--- config.mk ---
export PLATFORM = sky130hd
export DESIGN_NAME = wildcard_string_matcher
export DESIGN_NICKNAME = d
export VERILOG_FILES = /design/src/rtl/core/wsm_pkg.sv /design/src/rtl/core/wildcard_string_matcher.sv
export VERILOG_INCLUDE_DIRS = /design/src /design/src/rtl/core
export SDC_FILE = /design/constraint.sdc
export NUM_CORES = 1
export LEC_CHECK = 0
export ABC_CLOCK_PERIOD_IN_PS = 9510
export BUFFER_PORTS_ARGS = -buffer_cell sky130_fd_sc_hd__buf_2
export CORE_UTILIZATION = 45
export DETAILED_ROUTE_END_ITERATION = 16
export PLACE_DENSITY_LB_ADDON = 0.25
export SLEW_MARGIN = 20
export SYNTH_ARGS = -nofsm -noshare
export SYNTH_HDL_FRONTEND = slang
export SYNTH_SLANG_ARGS = --single-unit
--- constraint.sdc ---
create_clock -name clk_i -period 9.51 [get_ports clk_i]
set_input_delay 1.4265 -clock clk_i [delete_from_list [all_inputs] [get_ports clk_i]]
set_output_delay 1.4265 -clock clk_i [all_outputs]
set_load 0.02 [all_outputs]
--- src/rtl/core/assert_macros.svh ---
// Assertion macros used by the RTL.
`ifndef ASSERT_MACROS_SVH
`define ASSERT_MACROS_SVH
`ifndef SYNTH
// Property that must hold at every clock edge outside reset.
`define WSM_ASSERT(label, clk, rst_n, prop, msg) \
  label: assert property (@(posedge clk) disable iff (!rst_n) (prop)) else $error(msg);
// Implication: the consequent must hold in the cycle of the antecedent.
`define WSM_ASSERT_IMP(label, clk, rst_n, ante, cons, msg) \
  label: assert property (@(posedge clk) disable iff (!rst_n) (ante) |-> (cons)) \
    else $error(msg);
`else
`define WSM_ASSERT(label, clk, rst_n, prop, msg)
`define WSM_ASSERT_IMP(label, clk, rst_n, ante, cons, msg)
`endif
`endif

--- src/rtl/core/wsm_pkg.sv ---
// Package: sizes, command codes and status codes of the wildcard matcher.
`timescale 1ns / 1ps
package wsm_pkg;

  localparam int PATTERN_MAX = 64;
  localparam int PAT_AW      = $clog2(PATTERN_MAX);
  localparam int PAT_LW      = $clog2(PATTERN_MAX + 1);

  // Input commands
  localparam logic [1:0] CMD_CLEAR  = 2'd0;
  localparam logic [1:0] CMD_APPEND = 2'd1;
  localparam logic [1:0] CMD_SUBJ   = 2'd2;
  localparam logic [1:0] CMD_END    = 2'd3;

  // Result status
  localparam logic [1:0] ST_MATCH    = 2'd0;
  localparam logic [1:0] ST_MISMATCH = 2'd1;
  localparam logic [1:0] ST_TAIL     = 2'd2;
  localparam logic [1:0] ST_OVERFLOW = 2'd3;

  // Register indexes on the configuration port
  localparam logic REG_MANY = 1'b0;
  localparam logic REG_ONE  = 1'b1;

endpackage

--- src/rtl/core/wildcard_string_matcher.sv ---
// Top level: streaming wildcard matcher with pattern store and step sequencer.
//
// Input channel (in_valid_i / in_stall_o) takes command and char_value beats:
// clear pattern, append pattern byte, subject byte, end of subject. Output
// channel (out_valid_o / out_stall_i) carries one match_status beat for each
// end-of-subject command. The APB port sets the many-wildcard (addr 0) and
// one-wildcard (addr 4) codes; pready is always high.
// Clear and append are handled in the idle state. A subject byte then takes
// one step per pattern byte visited: forward over a run of wildcards, then the
// walk back toward the last many-wildcard. An end of subject answers from the
// idle state or first scans the remaining pattern bytes. Each step is one read
// of the single-port pattern memory and one byte compare, so the memory read
// sets the pace.
// The status is held in an output register; the next beat is taken while it
// waits, unless the receiver stalls with the register full.
// Reset clears the pattern length, matching state and overflow flag and
// restores the wildcard codes to 42 and 63; the store itself is not cleared.
`timescale 1ns / 1ps
`include "assert_macros.svh"
module wildcard_string_matcher (
  input  logic        clk_i,
  input  logic        rst_ni,
  // configuration
  input  logic        psel,
  input  logic        penable,
  input  logic        pwrite,
  input  logic [2:0]  paddr,
  input  logic [31:0] pwdata,
  output logic [31:0] prdata,
  output logic        pready,
  // input beats
  input  logic        in_valid_i,
  output logic        in_stall_o,
  input  logic [1:0]  command_i,
  input  logic [7:0]  char_value_i,
  // result beats
  output logic        out_valid_o,
  input  logic        out_stall_i,
  output logic [1:0]  match_status_o
);
  import wsm_pkg::*;

  localparam logic [1:0] S_IDLE = 2'd0;
  localparam logic [1:0] S_FWD  = 2'd1;
  localparam logic [1:0] S_BACK = 2'd2;
  localparam logic [1:0] S_TAIL = 2'd3;

  logic [1:0]        state_q, state_d;
  logic [7:0]        many_q, one_q;
  logic [PAT_LW-1:0] len_q, len_d;
  logic [PAT_LW-1:0] pidx_q, pidx_d;
  logic [PAT_AW-1:0] star_q, star_d;
  logic              seen_q, seen_d;
  logic              failed_q, failed_d;
  logic              slo_q, slo_d;
  logic              ovf_q, ovf_d;
  logic [7:0]        cs_q, cs_d;
  logic              out_valid_q, out_valid_d;
  logic [1:0]        status_q, status_d;

  logic [7:0]        mem [PATTERN_MAX];
  logic [7:0]        rdata_q;
  logic [PAT_AW-1:0] raddr;
  logic              we;

  logic              accept, out_free, emit, restart;
  logic [1:0]        emit_status;
  logic [PAT_LW-1:0] pidx_inc, pidx_dec;
  logic              inc_in_range, dec_above_star;

  // configuration port
  assign pready = 1'b1;
  assign prdata = {24'd0, (paddr[2] == REG_ONE) ? one_q : many_q};

  always_ff @(posedge clk_i or negedge rst_ni) begin
    if (!rst_ni) begin
      many_q <= 8'd42;
      one_q  <= 8'd63;
    end else if (psel && penable && pwrite && pready) begin
      if (paddr[2] == REG_ONE) begin
        one_q <= pwdata[7:0];
      end else begin
        many_q <= pwdata[7:0];
      end
    end
  end

  // handshake
  assign out_free    = !out_valid_q || !out_stall_i;
  assign in_stall_o  = (state_q != S_IDLE) || !out_free;
  assign accept      = in_valid_i && !in_stall_o;
  assign out_valid_o = out_valid_q;
  assign match_status_o = status_q;

  assign pidx_inc       = pidx_q + PAT_LW'(1);
  assign pidx_dec       = pidx_q - PAT_LW'(1);
  assign inc_in_range   = pidx_inc < len_q;
  assign dec_above_star = pidx_dec > {1'b0, star_q};

  // sequencer: one memory read and one compare per cycle
  always_comb begin
    state_d     = state_q;
    len_d       = len_q;
    pidx_d      = pidx_q;
    star_d      = star_q;
    seen_d      = seen_q;
    failed_d    = failed_q;
    slo_d       = slo_q;
    ovf_d       = ovf_q;
    cs_d        = cs_q;
    raddr       = pidx_q[PAT_AW-1:0];
    we          = 1'b0;
    emit        = 1'b0;
    emit_status = ST_MATCH;
    restart     = 1'b0;

    case (state_q)
      S_IDLE: begin
        if (accept) begin
          case (command_i)
            CMD_CLEAR: begin
              len_d   = '0;
              ovf_d   = 1'b0;
              restart = 1'b1;
            end
            CMD_APPEND: begin
              if (len_q < PAT_LW'(PATTERN_MAX)) begin
                we    = 1'b1;
                len_d = len_q + PAT_LW'(1);
              end else begin
                ovf_d = 1'b1;
              end
            end
            CMD_SUBJ: begin
              if (!failed_q) begin
                if (pidx_q < len_q) begin
                  cs_d    = char_value_i;
                  state_d = S_FWD;
                end else begin
                  slo_d = 1'b1;
                end
              end
            end
            default: begin
              // end of subject
              if (ovf_q) begin
                emit = 1'b1;
                emit_status = ST_OVERFLOW;
              end else if (failed_q) begin
                emit = 1'b1;
                emit_status = ST_MISMATCH;
              end else if (pidx_q >= len_q) begin
                if (!slo_q || len_q == '0) begin
                  emit = 1'b1;
                  emit_status = ST_MATCH;
                end else begin
                  // subject ran past the pattern: check its last byte
                  pidx_d  = len_q - PAT_LW'(1);
                  raddr   = pidx_d[PAT_AW-1:0];
                  state_d = S_TAIL;
                end
              end else begin
                state_d = S_TAIL;
              end
              if (emit) begin
                restart = 1'b1;
              end
            end
          endcase
        end
      end
      S_FWD: begin
        if (rdata_q == cs_q) begin
          pidx_d  = pidx_inc;
          state_d = S_IDLE;
        end else if (rdata_q == many_q) begin
          star_d = pidx_q[PAT_AW-1:0];
          seen_d = 1'b1;
          pidx_d = pidx_inc;
          if (inc_in_range) begin
            raddr = pidx_inc[PAT_AW-1:0];
          end else begin
            slo_d   = 1'b1;
            state_d = S_IDLE;
          end
        end else if (rdata_q == one_q) begin
          pidx_d  = pidx_inc;
          state_d = S_IDLE;
        end else if (seen_q) begin
          // current byte already known not to match: step back once
          if (pidx_q > {1'b0, star_q}) begin
            pidx_d = pidx_dec;
            if (dec_above_star) begin
              raddr   = pidx_dec[PAT_AW-1:0];
              state_d = S_BACK;
            end else begin
              state_d = S_IDLE;
            end
          end else begin
            // already sitting on the star index: nothing to walk
            state_d = S_IDLE;
          end
        end else begin
          failed_d = 1'b1;
          state_d  = S_IDLE;
        end
      end
      S_BACK: begin
        // literal walk back toward the last many-wildcard
        if (rdata_q == cs_q) begin
          pidx_d  = pidx_inc;
          state_d = S_IDLE;
        end else begin
          pidx_d = pidx_dec;
          if (dec_above_star) begin
            raddr = pidx_dec[PAT_AW-1:0];
          end else begin
            state_d = S_IDLE;
          end
        end
      end
      default: begin
        // S_TAIL: remaining pattern must be all many-wildcards
        if (rdata_q != many_q) begin
          if (out_free) begin
            emit = 1'b1;
            emit_status = ST_TAIL;
          end
        end else if (inc_in_range) begin
          pidx_d = pidx_inc;
          raddr  = pidx_inc[PAT_AW-1:0];
        end else if (out_free) begin
          emit = 1'b1;
          emit_status = ST_MATCH;
        end
        if (emit) begin
          restart = 1'b1;
          state_d = S_IDLE;
        end
      end
    endcase

    if (restart) begin
      pidx_d   = '0;
      star_d   = '0;
      seen_d   = 1'b0;
      failed_d = 1'b0;
      slo_d    = 1'b0;
    end
  end

  // output register
  always_comb begin
    out_valid_d = out_valid_q && out_stall_i;
    status_d    = status_q;
    if (emit) begin
      out_valid_d = 1'b1;
      status_d    = emit_status;
    end
  end

  always_ff @(posedge clk_i or negedge rst_ni) begin
    if (!rst_ni) begin
      state_q     <= S_IDLE;
      len_q       <= '0;
      pidx_q      <= '0;
      star_q      <= '0;
      seen_q      <= 1'b0;
      failed_q    <= 1'b0;
      slo_q       <= 1'b0;
      ovf_q       <= 1'b0;
      out_valid_q <= 1'b0;
    end else begin
      state_q     <= state_d;
      len_q       <= len_d;
      pidx_q      <= pidx_d;
      star_q      <= star_d;
      seen_q      <= seen_d;
      failed_q    <= failed_d;
      slo_q       <= slo_d;
      ovf_q       <= ovf_d;
      out_valid_q <= out_valid_d;
    end
  end

  // payload registers
  always_ff @(posedge clk_i) begin
    cs_q     <= cs_d;
    status_q <= status_d;
  end

  // pattern memory, registered read
  always_ff @(posedge clk_i) begin
    if (we) begin
      mem[len_q[PAT_AW-1:0]] <= char_value_i;
    end
    rdata_q <= mem[raddr];
  end

  // checks
  `WSM_ASSERT(a_pidx_in_len, clk_i, rst_ni, pidx_q <= len_q, "pattern index past length")
  `WSM_ASSERT_IMP(a_star_below, clk_i, rst_ni, seen_q, PAT_LW'(star_q) <= pidx_q,
    "star index above pattern index")
  `WSM_ASSERT_IMP(a_back_above_star, clk_i, rst_ni, state_q == S_BACK,
    pidx_q > PAT_LW'(star_q), "walk back reached star index")
  `WSM_ASSERT_IMP(a_scan_in_range, clk_i, rst_ni, state_q == S_FWD || state_q == S_TAIL,
    pidx_q < len_q, "scan index outside pattern")

endmodule

==> impl_metrics.json, run 1 <==
{
  "setup_tns_ns": 0,
  "antenna_found_initial": 1,
  "nets": 2085,
  "port_buffers": 37,
  "critPathMaxStageDelay_ns": 0.79,
  "cts_root_buffer": "clkbuf_16",
  "fp.dieH_um": 238,
  "ant_nets": 0,
  "synth_compound_area_frac": 0.129,
  "seq_area_frac_synth": 0.675,
  "clockBufferDepth": 3,
  "synth_edf_count": 522,
  "rsz0062_at_grt": "no",
  "r2r_slack_ns": 3.13,
  "synth_ff_type": "edfxtp_1",
  "layout_min_cycle_time_ns": 6.38,
  "drc": 0,
  "drt_iter0_drc": 1910,
  "tritoncts": "built",
  "reg2regPathDepth": 16,
  "globalRouteTotalUtil": 0.226,
  "post_synth_num_cell_types": 77,
  "final-setup-viol-count": 0,
  "clock_latency_ns": 0.63,
  "worst-path-stages": 16,
  "slowest_stage": "nor3_2",
  "drive_gt1_frac": 0.0915,
  "initial_core_util": 0.455,
  "syn_inst": 2003,
  "synth-simple-area-share": 0.114,
  "dieArea_um2": 56700,
  "drt-pass1-iter-count": 6,
  "fillers": 4817,
  "status": "finished, final reports clean",
  "slew_headroom": 0.343,
  "cp_num_buf_inv": 2,
  "finClkSkew_ns": 0.0361,
  "critPathMaxFanout": 155,
  "wl_um": 63800,
  "synth_xor_xnor_area_share": 0.0150,
  "path_cells": "clkinv_1, nor3_1, xnor2_1, ha_1, a211oi_1, a31oi_1, nor3_2, a32o_1, a221o_1, o21a_4, buf_12, nand2_1, a32oi_1, a22oi_1, nand4_1, or2_1",
  "grt_pass1_vias": 15486,
  "timing.final.crit_share": 0.671,
  "worstReg2RegEnd": "rdata_q[3]",
  "hold_viol": 0,
  "numCtsBuffers": 57,
  "row_count": 86,
  "grt_start_max_net_pins": 156,
  "dp_hpwl_um": 39100,
  "max_freq_mhz": 157,
  "synthAdderAreaFrac": 0.0175,
  "syn2layout_area_growth_pct": 9.73,
  "grt_pass1_wl_um": 96600,
  "fp.dieW_um": 238,
  "placed_cell_area_um2": 25700,
  "crit_path_end_kind": "flip-flop",
  "htree_levels": 2,
  "grt-ovfl-total": 0,
  "ir_worst_vdd_mv": 0.361,
  "netlist_area_um2": 25100,
  "leakage_uw": 0.00905,
  "max_cap_viol_count": 0,
  "syn_avg_cell_area_um2": 12.5,
  "reg2reg_from": "pidx_q[3]",
  "hold_class": "reg -> reg",
  "start_kind": "flip-flop",
  "post_cts_buffers": 0,
  "cts.repair.resized": 0,
  "clock_sinks": 573,
  "synthArstFlopShare": 0.0750,
  "crit_end": "rdata_q[3]",
  "coreArea_um2": 55100,
  "via_count": 16383,
  "ys_ff_latch": 573,
  "wl_per_cell_um": 22.8,
  "crit_required_ns": 10.05,
  "p_per_area_nw_per_um2": 327,
  "critPathArrivalTime_ns": 6.93,
  "crit_start": "pidx_q[3]",
  "cts_hold_buf": 0,
  "synthMuxAreaShare": 0.0136,
  "maxSlewViolCount": 0,
  "crit_type": "reg -> reg",
  "via_per_inst": 5.87,
  "synth_top_family_by_area": "compound AO/OA/AOI/OAI gates",
  "pin_count": 89,
  "stdcell_area_um2": 27500,
  "gp_congestion": 0.905,
  "crit_family": "simple AND/OR/NAND/NOR gates",
  "cts.clk_slew.worst_paths_ns": 0.07,
  "tightest_slew_ns": 0.982,
  "synth_warnings": 0
}
[per-stage QoR]
stage                     hold WS, ns  setup slack [ns]   util  cells  power [uW]
after floorplan                 0.480              5.22      -   2026        5700
after global placement          0.502              3.22  0.467   2687        6780
after detailed placement        0.518              3.32  0.467   2687        6850
after CTS                       0.532              3.29  0.499   2792        8990
after global routing            0.589              2.79  0.499   2792        9500
final                           0.537              3.13  0.499   2793        9000
[synthesized netlist by cell type (5+ instances only)]
master,number,area share
nand2_1,434,0.065
xor2_1,19,0.0066
mux2_2,24,0.011
nor3_1,10,0.0020
inv_1,31,0.0046
a211o_1,5,0.0017
xnor2_1,24,0.0084
dfrtp_1,34,0.034
nand3_1,24,0.0048
buf_2,73,0.015
mux2i_1,7,0.0028
o31ai_1,9,0.0027
or3_1,5,0.0012
a32oi_1,128,0.045
edfxtp_1,522,0.63
ha_1,35,0.017
a21o_1,5,0.0015
dfstp_2,9,0.0094
dfxtp_1,8,0.0064
o2111ai_1,5,0.0017
a21oi_1,167,0.033
o21ai_0,19,0.0038
nor4_1,5,0.0012
nor2_1,134,0.020
clkbuf_1,28,0.0042
or2_1,10,0.0025
nand2b_1,7,0.0017
a211oi_1,5,0.0015
o211ai_1,7,0.0021
o32ai_1,5,0.0017
a22oi_1,70,0.021
buf_4,34,0.010
nand4_1,27,0.0067
[sequential cells by signal, summed over array words and instances, names as in the netlist, 6 cells and up]
signal   cells
mem        512
rdata_q      8
one_q        8
cs_q         8
star_q       6
pidx_q       7
len_q        7
many_q       8
[where the power goes]
group / internal (uW) / switching [uW]
registers: 2830 / 119
clock network: 1180 / 955
logic: 1220 / 2700
total: 5230 / 3770
[cells in the final DEF, fill, tap and decap left out, types with 8 or more instances in the layout]
cell,count
nand3_1,24
clkbuf_1,11
o21ai_0,19
o31ai_1,9
buf_2,34
a21oi_1,167
buf_4,14
nand4_1,27
or2_1,10
nand2_1,434
mux2_2,24
dfxtp_1,8
a22oi_1,70
dfstp_2,9
xnor2_1,24
clkinv_1,16
conb_1,25
edfxtp_1,522
clkinv_2,13
nor3_1,10
dfrtp_1,34
clkbuf_16,58
nor2_1,134
ha_1,35
xor2_1,19
a32oi_1,128
inv_1,31
[area by class of cell]
| type | count | area [um2] | area share |
|---|---|---|---|
| Multi-Input combinational cell | 1278 | 7370 | 0.268 |
| Timing Repair Buffer | 53 | 375 | 0.0136 |
| Clock inverter | 35 | 269 | 0.00978 |
| Clock buffer | 70 | 1510 | 0.0548 |
| Antenna cell | 1 | 2.50 | 0.0000910 |
| Inverter | 35 | 131 | 0.00477 |
| Sequential cell | 573 | 16900 | 0.615 |
| Tap cell | 748 | 936 | 0.0340 |
[kinds of logic (layout without fill, tap and decap cells)]
logic type	after synthesis	in the layout
adder cells (fa/ha/maj)	35	35
XOR/XNOR	43	43
buffers and inverters	175	193
multiplexers	31	31
other	2	26
AND/OR/NAND/NOR	682	682
AO/OA/AOI/OAI	462	462
flip-flops	573	573
[worst register-to-register path: cells and delay by family, from the launching register on]
family | cells | cell delay (ns)
XOR/XNOR | 1 | 0.17
AND/OR/NAND/NOR | 5 | 2.21
adder cells (fa/ha/maj) | 1 | 0.22
buffers and inverters | 2 | 0.99
AO/OA/AOI/OAI | 7 | 2.04
flip-flops | 1 | 0.69
[per-layer routing]
layer,vias up,track usage,part of all wire
met4,0,0.0744,0.028
met2,621,0.352,0.47
met1,8169,0.324,0.44
li1,7477,-,-
met5,-,0,0
met3,116,0.0348,0.067
[how the worst min path moves through the flow]
stage / startpoint / end / slack, ns / cells past startpoint
after floorplan: star_q[5] / star_q[5] / 0.48 / 2
after global placement: star_q[1] / star_q[1] / 0.50 / 2
after detailed placement: star_q[3] / star_q[3] / 0.52 / 2
after CTS: star_q[3] / star_q[3] / 0.53 / 2
after global routing: many_q[7] / many_q[7] / 0.59 / 1
final: star_q[2] / star_q[2] / 0.54 / 2
Note: power is estimated with default switching activity, not from simulation.
==> run 2, diff against run 1 <==
--- a/config.mk
+++ b/config.mk
@@ -6,7 +6,7 @@
 export SDC_FILE = /design/constraint.sdc
 export NUM_CORES = 1
 export LEC_CHECK = 0
-export ABC_CLOCK_PERIOD_IN_PS = 9510
+export ABC_CLOCK_PERIOD_IN_PS = 6700
 export BUFFER_PORTS_ARGS = -buffer_cell sky130_fd_sc_hd__buf_2
 export CORE_UTILIZATION = 45
 export DETAILED_ROUTE_END_ITERATION = 16
==> constraint.sdc (replaced) <==
create_clock -name clk_i -period 6.7 [get_ports clk_i]
set_input_delay 1.005 -clock clk_i [delete_from_list [all_inputs] [get_ports clk_i]]
set_output_delay 1.005 -clock clk_i [all_outputs]
set_load 0.02 [all_outputs]
==> run 2 against run 1 <==
Effect of this change:
- routed wire length down 1.4%
- non-clock buffer count up 18
- global-route usage down 0.27 points
- sequential share of layout area down 0.62 points
- register-to-register slack worse by 2.4 ns
==> impl_metrics.json, run 2 (synthesis gave the netlist of run 1 again) <==
{
  "final-setup-viol-count": 0,
  "coreArea_um2": 55100,
  "post_cts_buffers": 0,
  "dieArea_um2": 56700,
  "setup_tns_ns": 0,
  "clock_sinks": 573,
  "final_common_cell": "edfxtp_1",
  "via_per_inst": 5.89,
  "critPathMaxFanout": 56,
  "hold_class": "in -> async",
  "worstReg2RegEnd": "rdata_q[1]",
  "fin_cells": 2814,
  "timing.final.crit_share": 0.888,
  "ant_nets": 0,
  "syn2layout_area_growth_pct": 10.8,
  "grt-ovfl-total": 0,
  "p_per_area_nw_per_um2": 469,
  "start_kind": "flip-flop",
  "stdcell_area_um2": 27800,
  "initial_core_util": 0.455,
  "clockBufferDepth": 3,
  "numCtsBuffers": 58,
  "ir_worst_vdd_mv": 0.392,
  "wl_um": 62900,
  "tightest_slew_ns": 1.10,
  "pin_count": 89,
  "critPathArrivalTime_ns": 6.43,
  "regArea_um2": 16900,
  "final_cell_mix": "edfxtp_1 (522), nand2_1 (434), a21oi_1 (167)",
  "slew_headroom": 0.269,
  "cts.clk_slew.worst_paths_ns": 0.06,
  "maxSlewViolCount": 0,
  "cts_hold_buf": 0,
  "placed_cell_area_um2": 25900,
  "crit_path_end_kind": "flip-flop",
  "place_ws_ns": 0.922,
  "reg2reg_from": "pidx_q[4]",
  "r2r_slack_ns": 0.75,
  "place_inst": 2705,
  "globalRouteTotalUtil": 0.223,
  "max_freq_mhz": 168,
  "reg2regPathDepth": 15,
  "dp_hpwl_um": 39100,
  "nets": 2104,
  "via_count": 16586,
  "fillers": 4760,
  "wl_per_cell_um": 22.4,
  "multi_input_comb_area_um2": 7370,
  "hold_viol": 0,
  "cts_root_buffer": "clkbuf_16",
  "cts.repair.resized": 0,
  "largest_register_ffs": 512,
  "finClkSkew_ns": 0.0681,
  "htree_levels": 2,
  "diodes": 0,
  "crit_type": "reg -> reg",
  "fp.dieH_um": 238,
  "worst_slack_ns": 0.752,
  "fp.dieW_um": 238,
  "crit_required_ns": 7.18,
  "port_buffers": 37,
  "row_count": 86,
  "grt_pass1_vias": 15775,
  "gp_congestion": 0.894,
  "antenna_found_initial": 1,
  "drc": 0,
  "tritoncts": "built",
  "clock_latency_ns": 0.66,
  "drt-pass1-iter-count": 6,
  "drt_iter0_drc": 1817,
  "drive_gt1_frac": 0.103,
  "max_cap_viol_count": 0,
  "grt_start_max_net_pins": 143,
  "status": "finished, final reports clean",
  "leakage_uw": 0.00921,
  "grt_pass1_wl_um": 95800,
  "layout_min_cycle_time_ns": 5.95,
  "rsz0062_at_grt": "no"
}
-- run 2: worst max path at each step --
stage | depth (start not counted) | endpoint | start
floorplan | 19 | rdata_q[6] | pidx_q[1]
global placement | 18 | rdata_q[3] | pidx_q[0]
detailed placement | 16 | rdata_q[3] | pidx_q[1]
CTS | 16 | rdata_q[1] | pidx_q[1]
global route | 18 | rdata_q[3] | pidx_q[1]
finish | 15 | rdata_q[1] | pidx_q[4]
-- run 2: through the flow --
| step | power [uW] | hold WS [ns] | utilization |
|---|---|---|---|
| floorplan | 8090 | 0.480 | - |
| global placement | 9760 | 0.499 | 0.470 |
| detailed placement | 9850 | 0.510 | 0.470 |
| CTS | 13000 | 0.526 | 0.504 |
| global route | 13700 | 0.432 | 0.505 |
| finish | 13000 | 0.393 | 0.505 |
-- run 2: final cells by class --
| cell class | instances | share of cell area |
|---|---|---|
| Timing Repair Buffer | 71 | 0.0196 |
| Multi-Input combinational cell | 1278 | 0.265 |
| Clock inverter | 43 | 0.0147 |
| Clock buffer | 66 | 0.0533 |
| Inverter | 35 | 0.00473 |
| Sequential cell | 573 | 0.609 |
| Tap cell | 748 | 0.0337 |
-- run 2: worst max-delay path: stages (launching register included) --
cell and delay (ns):
dfrtp_1 0.67, inv_2 0.24, nor3_1 0.63, xnor2_1 0.18, ha_1 0.22, a211oi_1 0.26, a31oi_1 0.28, nor3_2 0.74
a211oi_1 0.09, a21oi_1 0.20, o211a_4 0.76, buf_4 0.43, a32oi_1 0.21, a22oi_1 0.45, nand4_1 0.15, or2_1 0.29
-- run 2: metal layers --
| metal | vias up | global-route usage | share of wire |
|---|---|---|---|
| met5 | - | 0 | 0.00021 |
| met2 | 663 | 0.355 | 0.47 |
| met3 | 115 | 0.0282 | 0.068 |
| met4 | 2 | 0.0771 | 0.030 |
| li1 | 7520 | - | - |
| met1 | 8286 | 0.317 | 0.43 |
-- run 2: power breakdown --
group / internal [uW] / switching [uW]
clock network: 1790 / 1410
logic: 1880 / 3790
registers: 4020 / 152
total: 7700 / 5350
